$ cat src/hdl/tll_pkg.sv
`default_nettype none

package tll_pkg;

  localparam int unsigned PosBitsDef = 16;
  localparam int unsigned KwCharsDef = 5;

  localparam int unsigned KindW     = 5;
  localparam int unsigned OffW      = 16;
  localparam int unsigned LenW      = 16;
  localparam int unsigned NumKw     = 8;
  localparam int unsigned KwMaxLen  = 5;
  localparam int unsigned FifoDepth = 4;

  typedef logic [KindW-1:0] kind_t;

  localparam kind_t KIND_EQ    = 5'd10;
  localparam kind_t KIND_EQEQ  = 5'd11;
  localparam kind_t KIND_NUM   = 5'd12;
  localparam kind_t KIND_IDENT = 5'd13;
  localparam kind_t KIND_KW0   = 5'd14;
  localparam kind_t KIND_EOF   = 5'd22;

  localparam logic [7:0] CHAR_EQ = 8'h3d;

  typedef struct packed {
    kind_t           kind;
    logic [OffW-1:0] offset;
    logic [LenW-1:0] length;
    logic            last;
  } result_t;

  typedef struct packed {
    logic  hit;
    kind_t kind;
  } op_t;

  function automatic logic is_digit(input logic [7:0] c);
    return (c >= "0") && (c <= "9");
  endfunction

  function automatic logic is_alpha(input logic [7:0] c);
    return ((c >= "a") && (c <= "z")) || ((c >= "A") && (c <= "Z")) || (c == "_");
  endfunction

  // Single-character operators, kind is the position in the operator list.
  function automatic op_t op_lookup(input logic [7:0] c);
    op_t r;
    r.hit = 1'b1;
    case (c)
      "+":     r.kind = 5'd0;
      "-":     r.kind = 5'd1;
      "*":     r.kind = 5'd2;
      "/":     r.kind = 5'd3;
      ";":     r.kind = 5'd4;
      "(":     r.kind = 5'd5;
      ")":     r.kind = 5'd6;
      "{":     r.kind = 5'd7;
      "}":     r.kind = 5'd8;
      "<":     r.kind = 5'd9;
      default: begin
        r.hit  = 1'b0;
        r.kind = 5'd0;
      end
    endcase
    return r;
  endfunction

  // Keyword text, right aligned: first character in the highest used byte.
  function automatic logic [8*KwMaxLen-1:0] kw_text(input int unsigned k);
    logic [8*KwMaxLen-1:0] t;
    case (k)
      0:       t = (8*KwMaxLen)'("let");
      1:       t = (8*KwMaxLen)'("print");
      2:       t = (8*KwMaxLen)'("if");
      3:       t = (8*KwMaxLen)'("else");
      4:       t = (8*KwMaxLen)'("while");
      5:       t = (8*KwMaxLen)'("true");
      6:       t = (8*KwMaxLen)'("false");
      default: t = (8*KwMaxLen)'("input");
    endcase
    return t;
  endfunction

  function automatic int unsigned kw_len(input int unsigned k);
    int unsigned n;
    case (k)
      0:       n = 3;
      1:       n = 5;
      2:       n = 2;
      3:       n = 4;
      4:       n = 5;
      5:       n = 4;
      6:       n = 5;
      default: n = 5;
    endcase
    return n;
  endfunction

  // Character i of keyword k; only called with i below the keyword length.
  function automatic logic [7:0] kw_byte(input int unsigned k, input int unsigned i);
    logic [8*KwMaxLen-1:0] t;
    int unsigned           sh;
    t  = kw_text(k);
    sh = 8 * (kw_len(k) - 1 - i);
    return t[sh +: 8];
  endfunction

endpackage

`default_nettype wire

$ cat src/hdl/tll_in_if.sv
`default_nettype none

interface tll_in_if;
  logic       valid;
  logic       ready;
  logic [7:0] ch;
  logic       end_of_source;

  modport source (output valid, output ch, output end_of_source, input ready);
  modport sink   (input valid, input ch, input end_of_source, output ready);
endinterface

`default_nettype wire

$ cat src/hdl/tll_out_if.sv
`default_nettype none

interface tll_out_if import tll_pkg::*; ();
  logic            valid;
  logic            ready;
  kind_t           kind;
  logic [OffW-1:0] offset;
  logic [LenW-1:0] length;
  logic            last;

  modport source (output valid, output kind, output offset, output length, output last,
                  input ready);
  modport sink   (input valid, input kind, input offset, input length, input last,
                  output ready);
endinterface

`default_nettype wire

$ cat src/hdl/toy_language_lexer_unit.sv
// Each accepted byte's tokens enter the result queue at that clock edge and are offered
// on out_o once older tokens are taken. One byte per cycle in while in_i.ready is high,
// one token per cycle out while out_o.ready is high; a byte that closes a pending token
// and emits its own pushes two (4-entry queue; in_i.ready needs two free entries).
// Reset (rst_ni low, async): scan mode idle, position/start/length zero, queue empty.
// An end-of-source request also returns the scanner to that state after EOF.
`default_nettype none

module toy_language_lexer_unit import tll_pkg::*; #(
  parameter int unsigned POS_BITS      = PosBitsDef,
  parameter int unsigned KEYWORD_CHARS = KwCharsDef
) (
  input  wire logic  clk_i,
  input  wire logic  rst_ni,
  tll_in_if.sink     in_i,
  tll_out_if.source  out_o
);

  // Scan modes
  localparam logic [1:0] MODE_IDLE  = 2'd0;
  localparam logic [1:0] MODE_NUM   = 2'd1;
  localparam logic [1:0] MODE_IDENT = 2'd2;
  localparam logic [1:0] MODE_EQ    = 2'd3;

  localparam int unsigned PtrW = $clog2(FifoDepth);
  localparam int unsigned CntW = PtrW + 1;

  // ---------------------------------------------------------------------------
  // Scanner state
  // ---------------------------------------------------------------------------
  logic [1:0]          mode_q, mode_d;
  logic [POS_BITS-1:0] pos_q, pos_d;
  logic [POS_BITS-1:0] start_q, start_d;
  logic [LenW-1:0]     len_q, len_d;
  logic [7:0]          kbuf_q [KEYWORD_CHARS];   // first identifier bytes, no reset

  logic       in_fire;
  logic [7:0] ch;
  logic       eos;

  assign in_fire = in_i.valid && in_i.ready;
  assign ch      = in_i.ch;
  assign eos     = in_i.end_of_source;

  // ---------------------------------------------------------------------------
  // Keyword match on the buffered identifier. A keyword matches when its length
  // equals the token length and every byte agrees; all keywords fit in the
  // buffer, so longer identifiers never match.
  // ---------------------------------------------------------------------------
  kind_t ident_kind;
  logic  kw_hit;

  always_comb begin
    ident_kind = KIND_IDENT;
    kw_hit     = 1'b0;
    for (int k = NumKw - 1; k >= 0; k--) begin
      kw_hit = (len_q == LenW'(kw_len(k)));
      for (int i = 0; i < KwMaxLen; i++) begin
        if ((i < kw_len(k)) && (kbuf_q[i] != kw_byte(k, i))) begin
          kw_hit = 1'b0;
        end
      end
      if (kw_hit) begin
        ident_kind = KIND_KW0 + KindW'(k);
      end
    end
  end

  // Token the pending mode would emit if closed now
  result_t close_rec;
  logic    close_vld;

  always_comb begin
    close_rec.offset = OffW'(start_q);
    close_rec.length = len_q;
    close_rec.last   = 1'b0;
    close_vld        = 1'b1;
    unique case (mode_q)
      MODE_NUM:   close_rec.kind = KIND_NUM;
      MODE_IDENT: close_rec.kind = ident_kind;
      MODE_EQ: begin
        close_rec.kind   = KIND_EQ;
        close_rec.length = LenW'(1);
      end
      default: begin
        close_rec.kind = KIND_EOF;
        close_vld      = 1'b0;
      end
    endcase
  end

  // ---------------------------------------------------------------------------
  // Per-byte next state and up to two tokens: a closed pending token (pend)
  // followed by the byte's own token or EOF (fresh).
  // ---------------------------------------------------------------------------
  result_t     pend_rec, fresh_rec;
  logic        pend_vld, fresh_vld;
  logic        kbuf_wr_ext, kbuf_wr_first;
  op_t         op;
  logic [LenW-1:0] len_inc;

  assign op      = op_lookup(ch);
  assign len_inc = (len_q != '1) ? len_q + LenW'(1) : len_q;

  always_comb begin
    mode_d        = mode_q;
    pos_d         = pos_q;
    start_d       = start_q;
    len_d         = len_q;
    kbuf_wr_ext   = 1'b0;
    kbuf_wr_first = 1'b0;
    pend_vld      = 1'b0;
    pend_rec      = close_rec;
    fresh_vld     = 1'b0;
    fresh_rec.kind   = op.kind;
    fresh_rec.offset = OffW'(pos_q);
    fresh_rec.length = LenW'(1);
    fresh_rec.last   = 1'b1;

    if (eos) begin
      pend_vld         = close_vld;
      fresh_vld        = 1'b1;
      fresh_rec.kind   = KIND_EOF;
      fresh_rec.length = '0;
      mode_d           = MODE_IDLE;
      pos_d            = '0;
      start_d          = '0;
      len_d            = '0;
    end else begin
      pos_d = pos_q + POS_BITS'(1);
      if ((mode_q == MODE_NUM) && is_digit(ch)) begin
        len_d = len_inc;
      end else if ((mode_q == MODE_IDENT) && (is_alpha(ch) || is_digit(ch))) begin
        kbuf_wr_ext = 1'b1;
        len_d       = len_inc;
      end else if ((mode_q == MODE_EQ) && (ch == CHAR_EQ)) begin
        pend_vld        = 1'b1;
        pend_rec.kind   = KIND_EQEQ;
        pend_rec.length = LenW'(2);
        mode_d          = MODE_IDLE;
      end else begin
        // Close whatever is pending, then scan the byte from idle
        pend_vld = close_vld;
        mode_d   = MODE_IDLE;
        if (op.hit) begin
          fresh_vld = 1'b1;
        end else if (ch == CHAR_EQ) begin
          mode_d  = MODE_EQ;
          start_d = pos_q;
          len_d   = LenW'(1);
        end else if (is_digit(ch)) begin
          mode_d  = MODE_NUM;
          start_d = pos_q;
          len_d   = LenW'(1);
        end else if (is_alpha(ch)) begin
          mode_d        = MODE_IDENT;
          start_d       = pos_q;
          len_d         = LenW'(1);
          kbuf_wr_first = 1'b1;
        end
      end
    end
    pend_rec.last = !fresh_vld;
  end

  always_ff @(posedge clk_i or negedge rst_ni) begin
    if (!rst_ni) begin
      mode_q  <= MODE_IDLE;
      pos_q   <= '0;
      start_q <= '0;
      len_q   <= '0;
    end else if (in_fire) begin
      mode_q  <= mode_d;
      pos_q   <= pos_d;
      start_q <= start_d;
      len_q   <= len_d;
    end
  end

  // Identifier bytes: first byte at entry 0, later ones at the current length
  always_ff @(posedge clk_i) begin
    for (int i = 0; i < KEYWORD_CHARS; i++) begin
      if (in_fire && ((kbuf_wr_ext && (len_q == LenW'(i))) || (kbuf_wr_first && (i == 0))))
      begin
        kbuf_q[i] <= ch;
      end
    end
  end

  // ---------------------------------------------------------------------------
  // Result queue: two writes, one read per cycle
  // ---------------------------------------------------------------------------
  result_t         fifo_q [FifoDepth];
  logic [PtrW-1:0] wr_ptr_q, rd_ptr_q;
  logic [CntW-1:0] cnt_q;
  logic [1:0]      n_push;
  logic            pop;
  result_t         slot0;
  result_t         head;

  assign n_push = in_fire ? (2'(pend_vld) + 2'(fresh_vld)) : 2'd0;
  assign slot0  = pend_vld ? pend_rec : fresh_rec;
  assign pop    = out_o.valid && out_o.ready;

  always_ff @(posedge clk_i) begin
    if (n_push != 2'd0) begin
      fifo_q[wr_ptr_q] <= slot0;
    end
    if (n_push == 2'd2) begin
      fifo_q[wr_ptr_q + PtrW'(1)] <= fresh_rec;
    end
  end

  always_ff @(posedge clk_i or negedge rst_ni) begin
    if (!rst_ni) begin
      wr_ptr_q <= '0;
      rd_ptr_q <= '0;
      cnt_q    <= '0;
    end else begin
      wr_ptr_q <= wr_ptr_q + PtrW'(n_push);
      rd_ptr_q <= rd_ptr_q + PtrW'(pop);
      cnt_q    <= cnt_q + CntW'(n_push) - CntW'(pop);
    end
  end

  assign head = fifo_q[rd_ptr_q];

  assign in_i.ready   = (cnt_q <= CntW'(FifoDepth - 2));
  assign out_o.valid  = (cnt_q != '0);
  assign out_o.kind   = head.kind;
  assign out_o.offset = head.offset;
  assign out_o.length = head.length;
  assign out_o.last   = head.last;

  // ---------------------------------------------------------------------------
  // Assertions
  // ---------------------------------------------------------------------------
  a_cnt_bound: assert property (@(posedge clk_i) disable iff (!rst_ni)
    cnt_q <= CntW'(FifoDepth))
    else $error("result queue overflow");

  a_eos_resets: assert property (@(posedge clk_i) disable iff (!rst_ni)
    (in_fire && eos) |=> (mode_q == MODE_IDLE) && (pos_q == '0) && (len_q == '0))
    else $error("scanner not cleared after end of source");

  a_pending_len: assert property (@(posedge clk_i) disable iff (!rst_ni)
    (mode_q != MODE_IDLE) |-> (len_q != '0))
    else $error("pending token with zero length");

  a_push_room: assert property (@(posedge clk_i) disable iff (!rst_ni)
    (n_push != 2'd0) |-> (cnt_q + CntW'(n_push) <= CntW'(FifoDepth)))
    else $error("push without room");

  a_eos_pushes_last: assert property (@(posedge clk_i) disable iff (!rst_ni)
    (in_fire && eos) |-> (fresh_vld && fresh_rec.last && (fresh_rec.kind == KIND_EOF)))
    else $error("end of source without EOF token");

endmodule

`default_nettype wire

$ cat src/flat_wrapper.sv
// flat-port wrapper written by rule: the top's interface ports become plain ports
module toy_language_lexer_unit_flat import tll_pkg::*;
#(
  parameter int unsigned POS_BITS      = PosBitsDef,
  parameter int unsigned KEYWORD_CHARS = KwCharsDef
)
  (clk_i, rst_ni, in_i_valid, in_i_ch, in_i_end_of_source, in_i_ready, out_o_valid, out_o_kind, out_o_offset, out_o_length, out_o_last, out_o_ready);
  tll_in_if in_i_i ();
  tll_out_if out_o_i ();
  input  wire logic clk_i;
  input  wire logic rst_ni;
  input wire logic [$bits(in_i_i.valid)-1:0] in_i_valid;
  input wire logic [$bits(in_i_i.ch)-1:0] in_i_ch;
  input wire logic [$bits(in_i_i.end_of_source)-1:0] in_i_end_of_source;
  output wire logic [$bits(in_i_i.ready)-1:0] in_i_ready;
  output wire logic [$bits(out_o_i.valid)-1:0] out_o_valid;
  output wire logic [$bits(out_o_i.kind)-1:0] out_o_kind;
  output wire logic [$bits(out_o_i.offset)-1:0] out_o_offset;
  output wire logic [$bits(out_o_i.length)-1:0] out_o_length;
  output wire logic [$bits(out_o_i.last)-1:0] out_o_last;
  input wire logic [$bits(out_o_i.ready)-1:0] out_o_ready;
  assign in_i_i.valid = in_i_valid;
  assign in_i_i.ch = in_i_ch;
  assign in_i_i.end_of_source = in_i_end_of_source;
  assign in_i_ready = in_i_i.ready;
  assign out_o_valid = out_o_i.valid;
  assign out_o_kind = out_o_i.kind;
  assign out_o_offset = out_o_i.offset;
  assign out_o_length = out_o_i.length;
  assign out_o_last = out_o_i.last;
  assign out_o_i.ready = out_o_ready;
  toy_language_lexer_unit #(.POS_BITS(POS_BITS), .KEYWORD_CHARS(KEYWORD_CHARS)) u_core (.clk_i(clk_i), .rst_ni(rst_ni), .in_i(in_i_i), .out_o(out_o_i));
endmodule
$ cat config.mk
export PLATFORM = sky130hd
export DESIGN_NAME = toy_language_lexer_unit_flat
export DESIGN_NICKNAME = d
export VERILOG_FILES = /design/src/hdl/tll_pkg.sv /design/src/hdl/tll_in_if.sv /design/src/hdl/tll_out_if.sv /design/src/hdl/toy_language_lexer_unit.sv /design/src/flat_wrapper.sv
export SDC_FILE = /design/constraint.sdc
export NUM_CORES = 1
export LEC_CHECK = 0
export ABC_CLOCK_PERIOD_IN_PS = 5400
export BUFFER_PORTS_ARGS = -buffer_cell sky130_fd_sc_hd__clkbuf_2
export CAP_MARGIN = 15
export CORE_ASPECT_RATIO = 0.6
export CORE_MARGIN = 10
export CORE_UTILIZATION = 38
export DETAILED_ROUTE_END_ITERATION = 16
export GPL_TIMING_DRIVEN = 0
export PLACE_DENSITY = 0.63
export SLEW_MARGIN = 20
export SYNTH_ARGS = -nofsm -noshare
export SYNTH_HDL_FRONTEND = slang
export SYNTH_SLANG_ARGS = --single-unit
$ cat constraint.sdc
create_clock -name clk_i -period 5.4 [get_ports clk_i]
set_input_delay 0.27 -clock clk_i [delete_from_list [all_inputs] [get_ports clk_i]]
set_output_delay 0.27 -clock clk_i [all_outputs]
set_load 0.01 [all_outputs]
Yosys cells after proc, flatten, opt, wreduce, memory -nomap -nowiden
Memories as Yosys holds them, arrays and structs flattened.
Cells that the tools add are included.
- input port bits: 13
- logic and storage cells: 246
- output and inout port bits: 40
- memories: 2
- memory bits (writable): 192
- bits in registers: 57
- muxes and demuxes: 130
- magnitude comparators: 7
- $add $sub $neg: 8
- reductions and logical operators: 37
- equal/unequal tests: 55
- memories (memory ; words ; width ; read ports ; clocked after memory_dff ; write ports ; line ; source):
    u_core.fifo_q ; 4 ; 38 ; 1 ; 0 ; 2 ; toy_language_lexer_unit.sv:193 ; result_t fifo_q [FifoDepth];
    u_core.kbuf_q ; 5 ; 8 ; 5 ; 0 ; 1 ; toy_language_lexer_unit.sv:35 ; logic [7:0] kbuf_q [KEYWORD_CHARS];
- operators by type and width (kind ; count):
    2-to-1 mux 16 bit ; 23
    inequality test 8 x 7 -> 1 bit, second input constant ; 27
    2-to-1 mux 1 bit ; 74
    == test 8 x 6 -> 1 bit, second input constant ; 9
    2-to-1 mux 5 bit ; 13
    2-to-1 mux 38 bit ; 1
    case mux 4 bit (9 select lines) ; 1
    adder 16 x 1 -> 16 bit, second input constant ; 2
    == test 16 x 2 -> 1 bit, second input constant ; 2
    == test 16 x 3 -> 1 bit, second input constant ; 2
    2-to-1 mux 8 bit ; 4
    OR reduction 8 bit ; 4
    == test 8 x 7 -> 1 bit, second input constant ; 3
    logical AND 1 bit ; 18
    2-to-1 mux 2 bit ; 9
    == test 16 x 1 -> 1 bit, second input constant ; 1
    greater-or-equal comparator 8 x 7 -> 1 bit, second input constant ; 2
    <= comparator 8 x 7 -> 1 bit, second input constant ; 2
    logical NOT 16 bit ; 1
    inequality test 16 bit, second input constant ; 1
    case mux 5 bit (3 select lines) ; 1
    2-to-1 mux 3 bit ; 4
    OR reduction 10 bit ; 1
    greater-or-equal comparator 8 x 6 -> 1 bit, second input constant ; 1
    other kinds (23) ; 31

Longest topological paths before layout
Gate-level depths: netlist of run 1.
An unclocked memory read counts as a cell.
- word-level depth: 21
- gate-level depth with buffers: 15
- mapped depth without buffers: 13

Least setup slack after synthesis of run 1
OpenSTA, ideal clock, no wires.
- kind: input to register
- from: input port in_i_ch[2]
- to: memory u_core.fifo_q[1][17] (netlist bit), enable pin
- arrival time: 3068 ps
- stages: 12
- data required time: 5022 ps
- setup time: 378 ps
- path slack: 1955 ps
- cells stage by stage: buf_6 -> or2_4 -> o41a_4 -> a21oi_4 -> or3_4 -> o21ai_4 -> inv_4 -> ha_1 -> clkbuf_1 -> nor4_1 -> nor2_1 -> inv_1
- RTL lines (item ; line ; source):
    start: declaration ; flat_wrapper.sv:13 ; input wire logic [$bits(in_i_i.ch)-1:0] in_i_ch;
    end: declaration ; toy_language_lexer_unit.sv:193 ;

==> flow_summary.ini, run 1 <==
[die]
row_count = 50
num_io_pins = 53
die-area_um2 = 39100
die_w_um = 249
core_um2 = 31000
fp.dieH_um = 157
start_util = 0.384

[place]
dpl.hpwl_mm = 24.1
routabilityCongestion = 0.905
place_inst = 1501
placement.io_buffers = 51

[sta]
skew_ps = 21.3
fin_crit_ps = 4090
max_freq_mhz = 245
post-route-period-util = 0.757
setup_tns_ps = 0
hold_viol = 0
timing.slew.headroom = 0.343
rsz0062_at_grt = no
setup_violations = 0
drv_slew = 0
tightest_slew_ps = 973

[global_routing]
grt_usage = 0.168
antenna_found_initial = 1
grt_start_max_net_pins = 48
overflow = 0
grt_pass1_wl_mm = 52.0
first_global_vias = 8603

[yosys]
async_reset_ff_frac = 0.229
syn_avg_cell_area_um2 = 11.6
synth_edf_count = 128
syn_area_um2 = 11900
synth-seq-cells = 249
yosysWarnings = 0
synth.net_count = 1057
synthFlopType = edfxtp_1
synthCells = 1032
seq_area_frac_synth = 0.549
yosysUniqueCellTypes = 72

[worst_hold_path]
hold_start = in_i_ch[6]
worstHoldPathType = primary input to register

[worst_setup_path]
worstSetupPathType = primary input to register
worst_setup_path_start_kind = primary input
required_ps = 5830
slowest_stage = nor2_1
endpoint_kind = register
cp_data_arrival_time_ps = 4520
cp_cell_sequence = clkbuf_2, buf_2, nand4bb_1, a21oi_2, a21oi_4, or3_4, o21ai_4, inv_4, ha_1, clkbuf_1, o21ai_0, nor3b_1, nor2_1, inv_2, o22a_1
cp_max_fo = 23
max_stage_delay_ps = 630
crit_path_start = in_i_ch[4]
r2r-start = u_core.mode_q[0]

[clocking]
cts_made_buffers = 24
cts_tree = built
clkLatencyLatePin_ps = 540
clk_pin_slew_worst_paths_ps = 70
cts_setup_buffers = 0
cts.path.max_buffers = 3
htreeDepth = 1
cts_sinks = 249
cts_root_buf = clkbuf_16

[power]
p_per_area_nw_per_um2 = 414
internal_power_w = 0.00371
power.share.clock = 0.303
pwr-share-seq = 0.403
peakVddDrop_mv = 0.287
leakage_nw = 4.87
switchingPower_w = 0.00189
combPwrFrac = 0.294
swShare = 0.338

[route]
route.detailed.drc = 0
wl_per_cell_um = 21.7
vias = 8912
viasPerCell = 5.76
drt-total-wl_mm = 33.5
drtPass1Iterations = 5
dr.first_iter.drc_count = 1007
drtAntennaViolNets = 0

[cells_and_area]
antennaDiodeCount = 0
syn_to_final_growth_pct = 13.6
mostFrequentLayoutCells = 128 x edfxtp_1, 111 x nand2_1, 87 x a22o_1
finalNonFillerCells = 1546
final_common_cell = edfxtp_1
fillCellCount = 2951
drive_gt1_frac = 0.158
nets = 1137

[outcome]
status = finished, final reports clean

[run]
cap_violations = 0
-- per-layer routing --
layer  wire, um  GRT usage
met3       3100     0.0476
met2      13000      0.223
met5        111     0.0194
met1      16800      0.260
met4        461     0.0289
-- path summary, 6_finish.rpt --
path | to | slack [ps] | cells after the start
min in group asynchronous | u_core.wr_ptr_q[0] | 140 | 2
hold reg to reg | u_core.fifo_q[1][12] | 450 | 2
hold / removal | u_core.kbuf_q[2][6] | 30 | 1
max in group asynchronous | u_core.len_q[14] | 4740 | 3
setup / recovery | u_core.fifo_q[2][0] | 1310 | 15
setup reg to reg | u_core.fifo_q[1][22] | 1380 | 9
-- power groups by stage --
stage               combinational [W]  sequential, W  clock, W
floorplan                     0.00107        0.00227         0
global placement              0.00161        0.00229         0
detailed placement            0.00164        0.00230         0
CTS                           0.00165        0.00226   0.00172
global route                  0.00179        0.00228   0.00181
finish                        0.00165        0.00226   0.00170
-- cell type report --
class / count / area [um^2] / share of cell area
buffer: 71 / 319 / 0.0235
clock buffer: 35 / 714 / 0.0527
clock inverter: 9 / 72.6 / 0.00535
inverter: 23 / 88.8 / 0.00655
tap: 416 / 520 / 0.0384
multi-input combinational: 689 / 4990 / 0.368
sequential: 249 / 6550 / 0.483
timing repair buffer: 54 / 300 / 0.0222
-- state kept, by name, summed over array words and instances, names as in the netlist --
name and flops:
u_core.wr_ptr_q 2, u_core.mode_q 2, u_core.rd_ptr_q 2, u_core.len_q 16, u_core.start_q 16, u_core.pos_q 16, u_core.kbuf_q 40, u_core.fifo_q 152
u_core.cnt_q 3
-- worst max-delay path: cells and delay by family --
| kind | cells | cell delay, ps |
|---|---|---|
| simple gates | 4 | 1370 |
| buf+inv | 5 | 1340 |
| compound gates | 5 | 1230 |
| fa+ha+maj | 1 | 280 |
-- cell usage after synthesis (4+ instances only) --
library cell | instances | area [um^2]
a21o_1 | 4 | 30.0
nor4_1 | 18 | 113
nand2b_1 | 8 | 50.1
and2_1 | 7 | 43.8
a22o_1 | 87 | 762
o31ai_1 | 6 | 45.0
or3_1 | 6 | 37.5
nand4_1 | 26 | 163
mux4_2 | 38 | 856
o21ai_0 | 81 | 405
nand2_1 | 111 | 417
a31oi_1 | 4 | 25.0
xor2_1 | 18 | 158
clkbuf_1 | 43 | 161
nor3b_1 | 4 | 30.0
nor2b_1 | 10 | 62.6
dfxtp_1 | 64 | 1280
inv_1 | 21 | 78.8
ha_1 | 11 | 138
a21oi_1 | 27 | 135
buf_2 | 11 | 55.1
nand3b_1 | 7 | 52.6
nor2_1 | 59 | 221
buf_1 | 8 | 30.0
nor3_1 | 24 | 120
and3_1 | 6 | 37.5
dfrtp_1 | 57 | 1430
buf_4 | 5 | 37.5
o22ai_1 | 12 | 75.1
nand3_1 | 29 | 145
nor4bb_1 | 8 | 80.1
nand4b_1 | 5 | 43.8
a211oi_1 | 7 | 52.6
edfxtp_1 | 128 | 3840
xnor2_1 | 10 | 87.6
o21ai_4 | 5 | 81.3
-- logic make-up (layout without fill, tap and decap cells) --
family / Yosys count / count (layout) / share of synthesized area
mux: 40 / 40 / 0.0734
flops: 249 / 249 / 0.549
buf+inv: 94 / 192 / 0.0340
simple gates: 351 / 351 / 0.154
fa+ha+maj: 12 / 12 / 0.0132
compound gates: 258 / 258 / 0.155
xor+xnor: 28 / 28 / 0.0206
-- metrics by stage --
| step | power, W | area (um^2) | setup WS (ps) | hold slack (ps) | utilization |
|---|---|---|---|---|---|
| final | 0.00561 | 13600 | 1310 | 31.1 | 0.437 |
| after global routing | 0.00588 | 13600 | 1130 | 36.7 | 0.437 |
| after CTS | 0.00563 | 13500 | 1460 | 13.3 | 0.437 |
| after detailed placement | 0.00394 | 12700 | 890 | 162 | 0.411 |
| after global placement | 0.00391 | 12700 | 538 | 429 | 0.409 |
| after floorplan | 0.00334 | 11900 | 1950 | -25.6 | - |
-- timing repair --
| action | CTS | global route |
|---|---|---|
| endpoints found under the hold margin | 57 | 0 |
| hold buffers | 1 | 0 |
| gates resized for setup | 0 | 0 |
Power figures use the tool's default switching activity.
==> inputs of run 2 (changes only) <==
Settings changed: ABC_AREA from default to 1, ABC_CLOCK_PERIOD_IN_PS 5400 to 4200.
Clock period 5.4 ns to 4.2 ns, I/O delays scaled along.
==> run 2 against run 1 <==
Effect of this change:
- synthesized cell count up 52%
- first-iteration DRC count up 59%
- clock power up 43%
- wire length up 20%
- final cell count up 35%
- synthesized area up 5.7%
- critical endpoint is now u_core.fifo_q[1][37]
- largest cell class unchanged
==> flow_summary.ini, run 2 <==
[yosys]
seq_area_frac_synth = 0.520
synth.net_count = 1592
synth.top_cell.area_share = 0.305
yosysWarnings = 0
syn_area_um2 = 12600
synthTopCellsByArea = edfxtp_1 30%, dfrtp_1 11%, nand2_1 11%
async_reset_ff_frac = 0.229
synth_edf_count = 128
synthFlopType = edfxtp_1
synth-seq-cells = 249
synthCells = 1567
synth_top_cell_by_area = edfxtp_1
ys_top_cells_by_count = 365 x nand2_1, 199 x nor2_1, 147 x inv_1
syn_avg_cell_area_um2 = 8.04
yosysMostFrequentCell = nand2_1
yosysUniqueCellTypes = 41

[worst_setup_path]
worst_setup_path_start_kind = primary input
cp_max_fo = 23
r2r-start = u_core.mode_q[0]
endpoint_kind = register
r2r_setup_slack_ps = 270
r2r_cells = 15
r2r-end = u_core.fifo_q[1][37]
required_ps = 4370
cp_data_arrival_time_ps = 4200
worstSetupPathType = primary input to register

[place]
place_ws_ps = -567
dpl.hpwl_mm = 29.1
routabilityCongestion = 0.934
placement.io_buffers = 51

[global_routing]
overflow = 0
grt_start_max_net_pins = 43
grt_pass1_wl_mm = 62.1
antenna_found_initial = 1
first_global_vias = 10400
grt_usage = 0.193

[cells_and_area]
syn_to_final_growth_pct = 14.0
largest-register = u_core.fifo_q
utilization = 0.441
largest_reg_flops = 152
top_regs = u_core.fifo_q: 152 flops, u_core.kbuf_q: 40 flops
mostFrequentLayoutCells = 365 x nand2_1, 199 x nor2_1, 143 x inv_1
nets = 1676
final_common_cell = nand2_1
drive_gt1_frac = 0.0917

[worst_hold_path]
min_path_cells = 1
worstHoldEndpoint = u_core.kbuf_q[4][4]
hold_start = in_i_ch[4]
worstHoldPathType = primary input to register

[sta]
finalWorstSetupSlack_ps = 166
timing.slew.headroom = 0.288
rsz0062_at_grt = no
drv_slew = 0
max_freq_mhz = 248
setup_tns_ps = 0
setup_violations = 0
skew_ps = 13.5
post-route-period-util = 0.960
hold_viol = 0
fin_crit_ps = 4030
tightest_slew_ps = 1060
hold_slack_ps = 14.0

[clocking]
clkLatencyLatePin_ps = 540
cts_setup_buffers = 0
cts_sinks = 249
cts_root_buf = clkbuf_16
htreeDepth = 1
cts_made_buffers = 25
cts_tree = built
clk_pin_slew_worst_paths_ps = 60
cts.path.max_buffers = 3

[die]
start_util = 0.387
die-area_um2 = 41100
row_count = 51
fp.dieH_um = 161
die_w_um = 255
core_um2 = 32500
num_io_pins = 53

[run]
cap_violations = 0

[outcome]
status = finished, final reports clean

[power]
p_per_area_nw_per_um2 = 578
leakage_nw = 5.57
peakVddDrop_mv = 0.478

[route]
route.detailed.drc = 0
viasPerCell = 5.48
vias = 11500
wl_per_cell_um = 19.3
drtAntennaViolNets = 0
drt-total-wl_mm = 40.3
dr.first_iter.drc_count = 1598
drtPass1Iterations = 6
==> run 2: cell types whose count changed after synthesis, sizes merged, moves of 38 or more <==
cell / change
nand3: +69
o21ai: +173
mux4: -38
nor2: +146
inv: +126
a22o: -87
nand2: +257
==> run 2: area by class of cell <==
type | instances | area (um^2)
timing repair buffer | 57 | 330
antenna | 1 | 2.50
buffer | 83 | 353
inverter | 148 | 559
multi-input combinational | 1087 | 5150
tap | 424 | 531
fill | 3212 | 18200
clock buffer | 33 | 716
clock inverter | 12 | 166
sequential | 249 | 6550
==> run 2: cell families (layout without fill, tap and decap cells) <==
group / count (synthesis) / count (layout) / synth area share
adder cells (fa/ha/maj): 12 / 12 / 0.0125
XOR/XNOR: 17 / 17 / 0.0118
other: 0 / 1 / 0
flip-flops: 249 / 249 / 0.520
buffers and inverters: 231 / 333 / 0.0721
AO/OA/AOI/OAI: 329 / 329 / 0.142
AND/OR/NAND/NOR: 729 / 729 / 0.242
==> run 2: worst max-delay path by stage <==
stage	startpoint	end	slack (ps)	cells past startpoint
after CTS	in_i_end_of_source	u_core.fifo_q[2][1]	3	14
final	in_i_end_of_source	u_core.fifo_q[1][37]	170	14
after global placement	in_i_end_of_source	u_core.fifo_q[3][30]	-690	12
after floorplan	in_i_ch[6]	u_core.fifo_q[0][17]	1200	18
after global routing	in_i_end_of_source	u_core.fifo_q[2][25]	10	14
after detailed placement	in_i_end_of_source	u_core.fifo_q[2][30]	-570	14
==> run 2: report_power, final <==
group / internal [W] / switching, W / total [W]
logic: 0.000804 / 0.00213 / 0.00293
registers: 0.00280 / 0.000131 / 0.00293
clock network: 0.00144 / 0.000991 / 0.00243
==> run 2: per-stage QoR <==
| stage | cell area, um^2 | std cells | total power, W |
|---|---|---|---|
| 2_1_floorplan | 12600 | 1567 | 0.00465 |
| 3_5_place_dp | 13400 | 2044 | 0.00585 |
| 6_report | 14400 | 2094 | 0.00830 |
| 5_1_grt | 14400 | 2093 | 0.00872 |
| 3_3_place_gp | 13400 | 2042 | 0.00579 |
| 4_1_cts | 14400 | 2093 | 0.00828 |
==> run 2: timing repair <==
action,CTS,global route
resized for setup,0,3
hold endpoints to repair,72,0
setup endpoints to repair,0,44
hold buffers,4,0
==> run 2: critical path: stages <==
cell and delay, ps:
buf_2 190, inv_1 230, clkbuf_1 590, buf_1 560, nand2_1 210, ha_1 320
inv_1 40, nor2_1 400, nor2_1 130, inv_1 130, nand2_1 150, inv_1 340
nor2_4 120, inv_2 530
==> run 2: layer usage <==
| metal | GRT usage | share of wire | up-vias | routed length, um |
|---|---|---|---|---|
| met4 | 0.0286 | 0.014 | 0 | 548 |
| met1 | 0.311 | 0.49 | 5399 | 19800 |
| met2 | 0.255 | 0.38 | 628 | 15300 |
| met5 | 0 | 0 | - | 0 |
| li1 | - | - | 5400 | - |
| met3 | 0.0449 | 0.12 | 41 | 4690 |
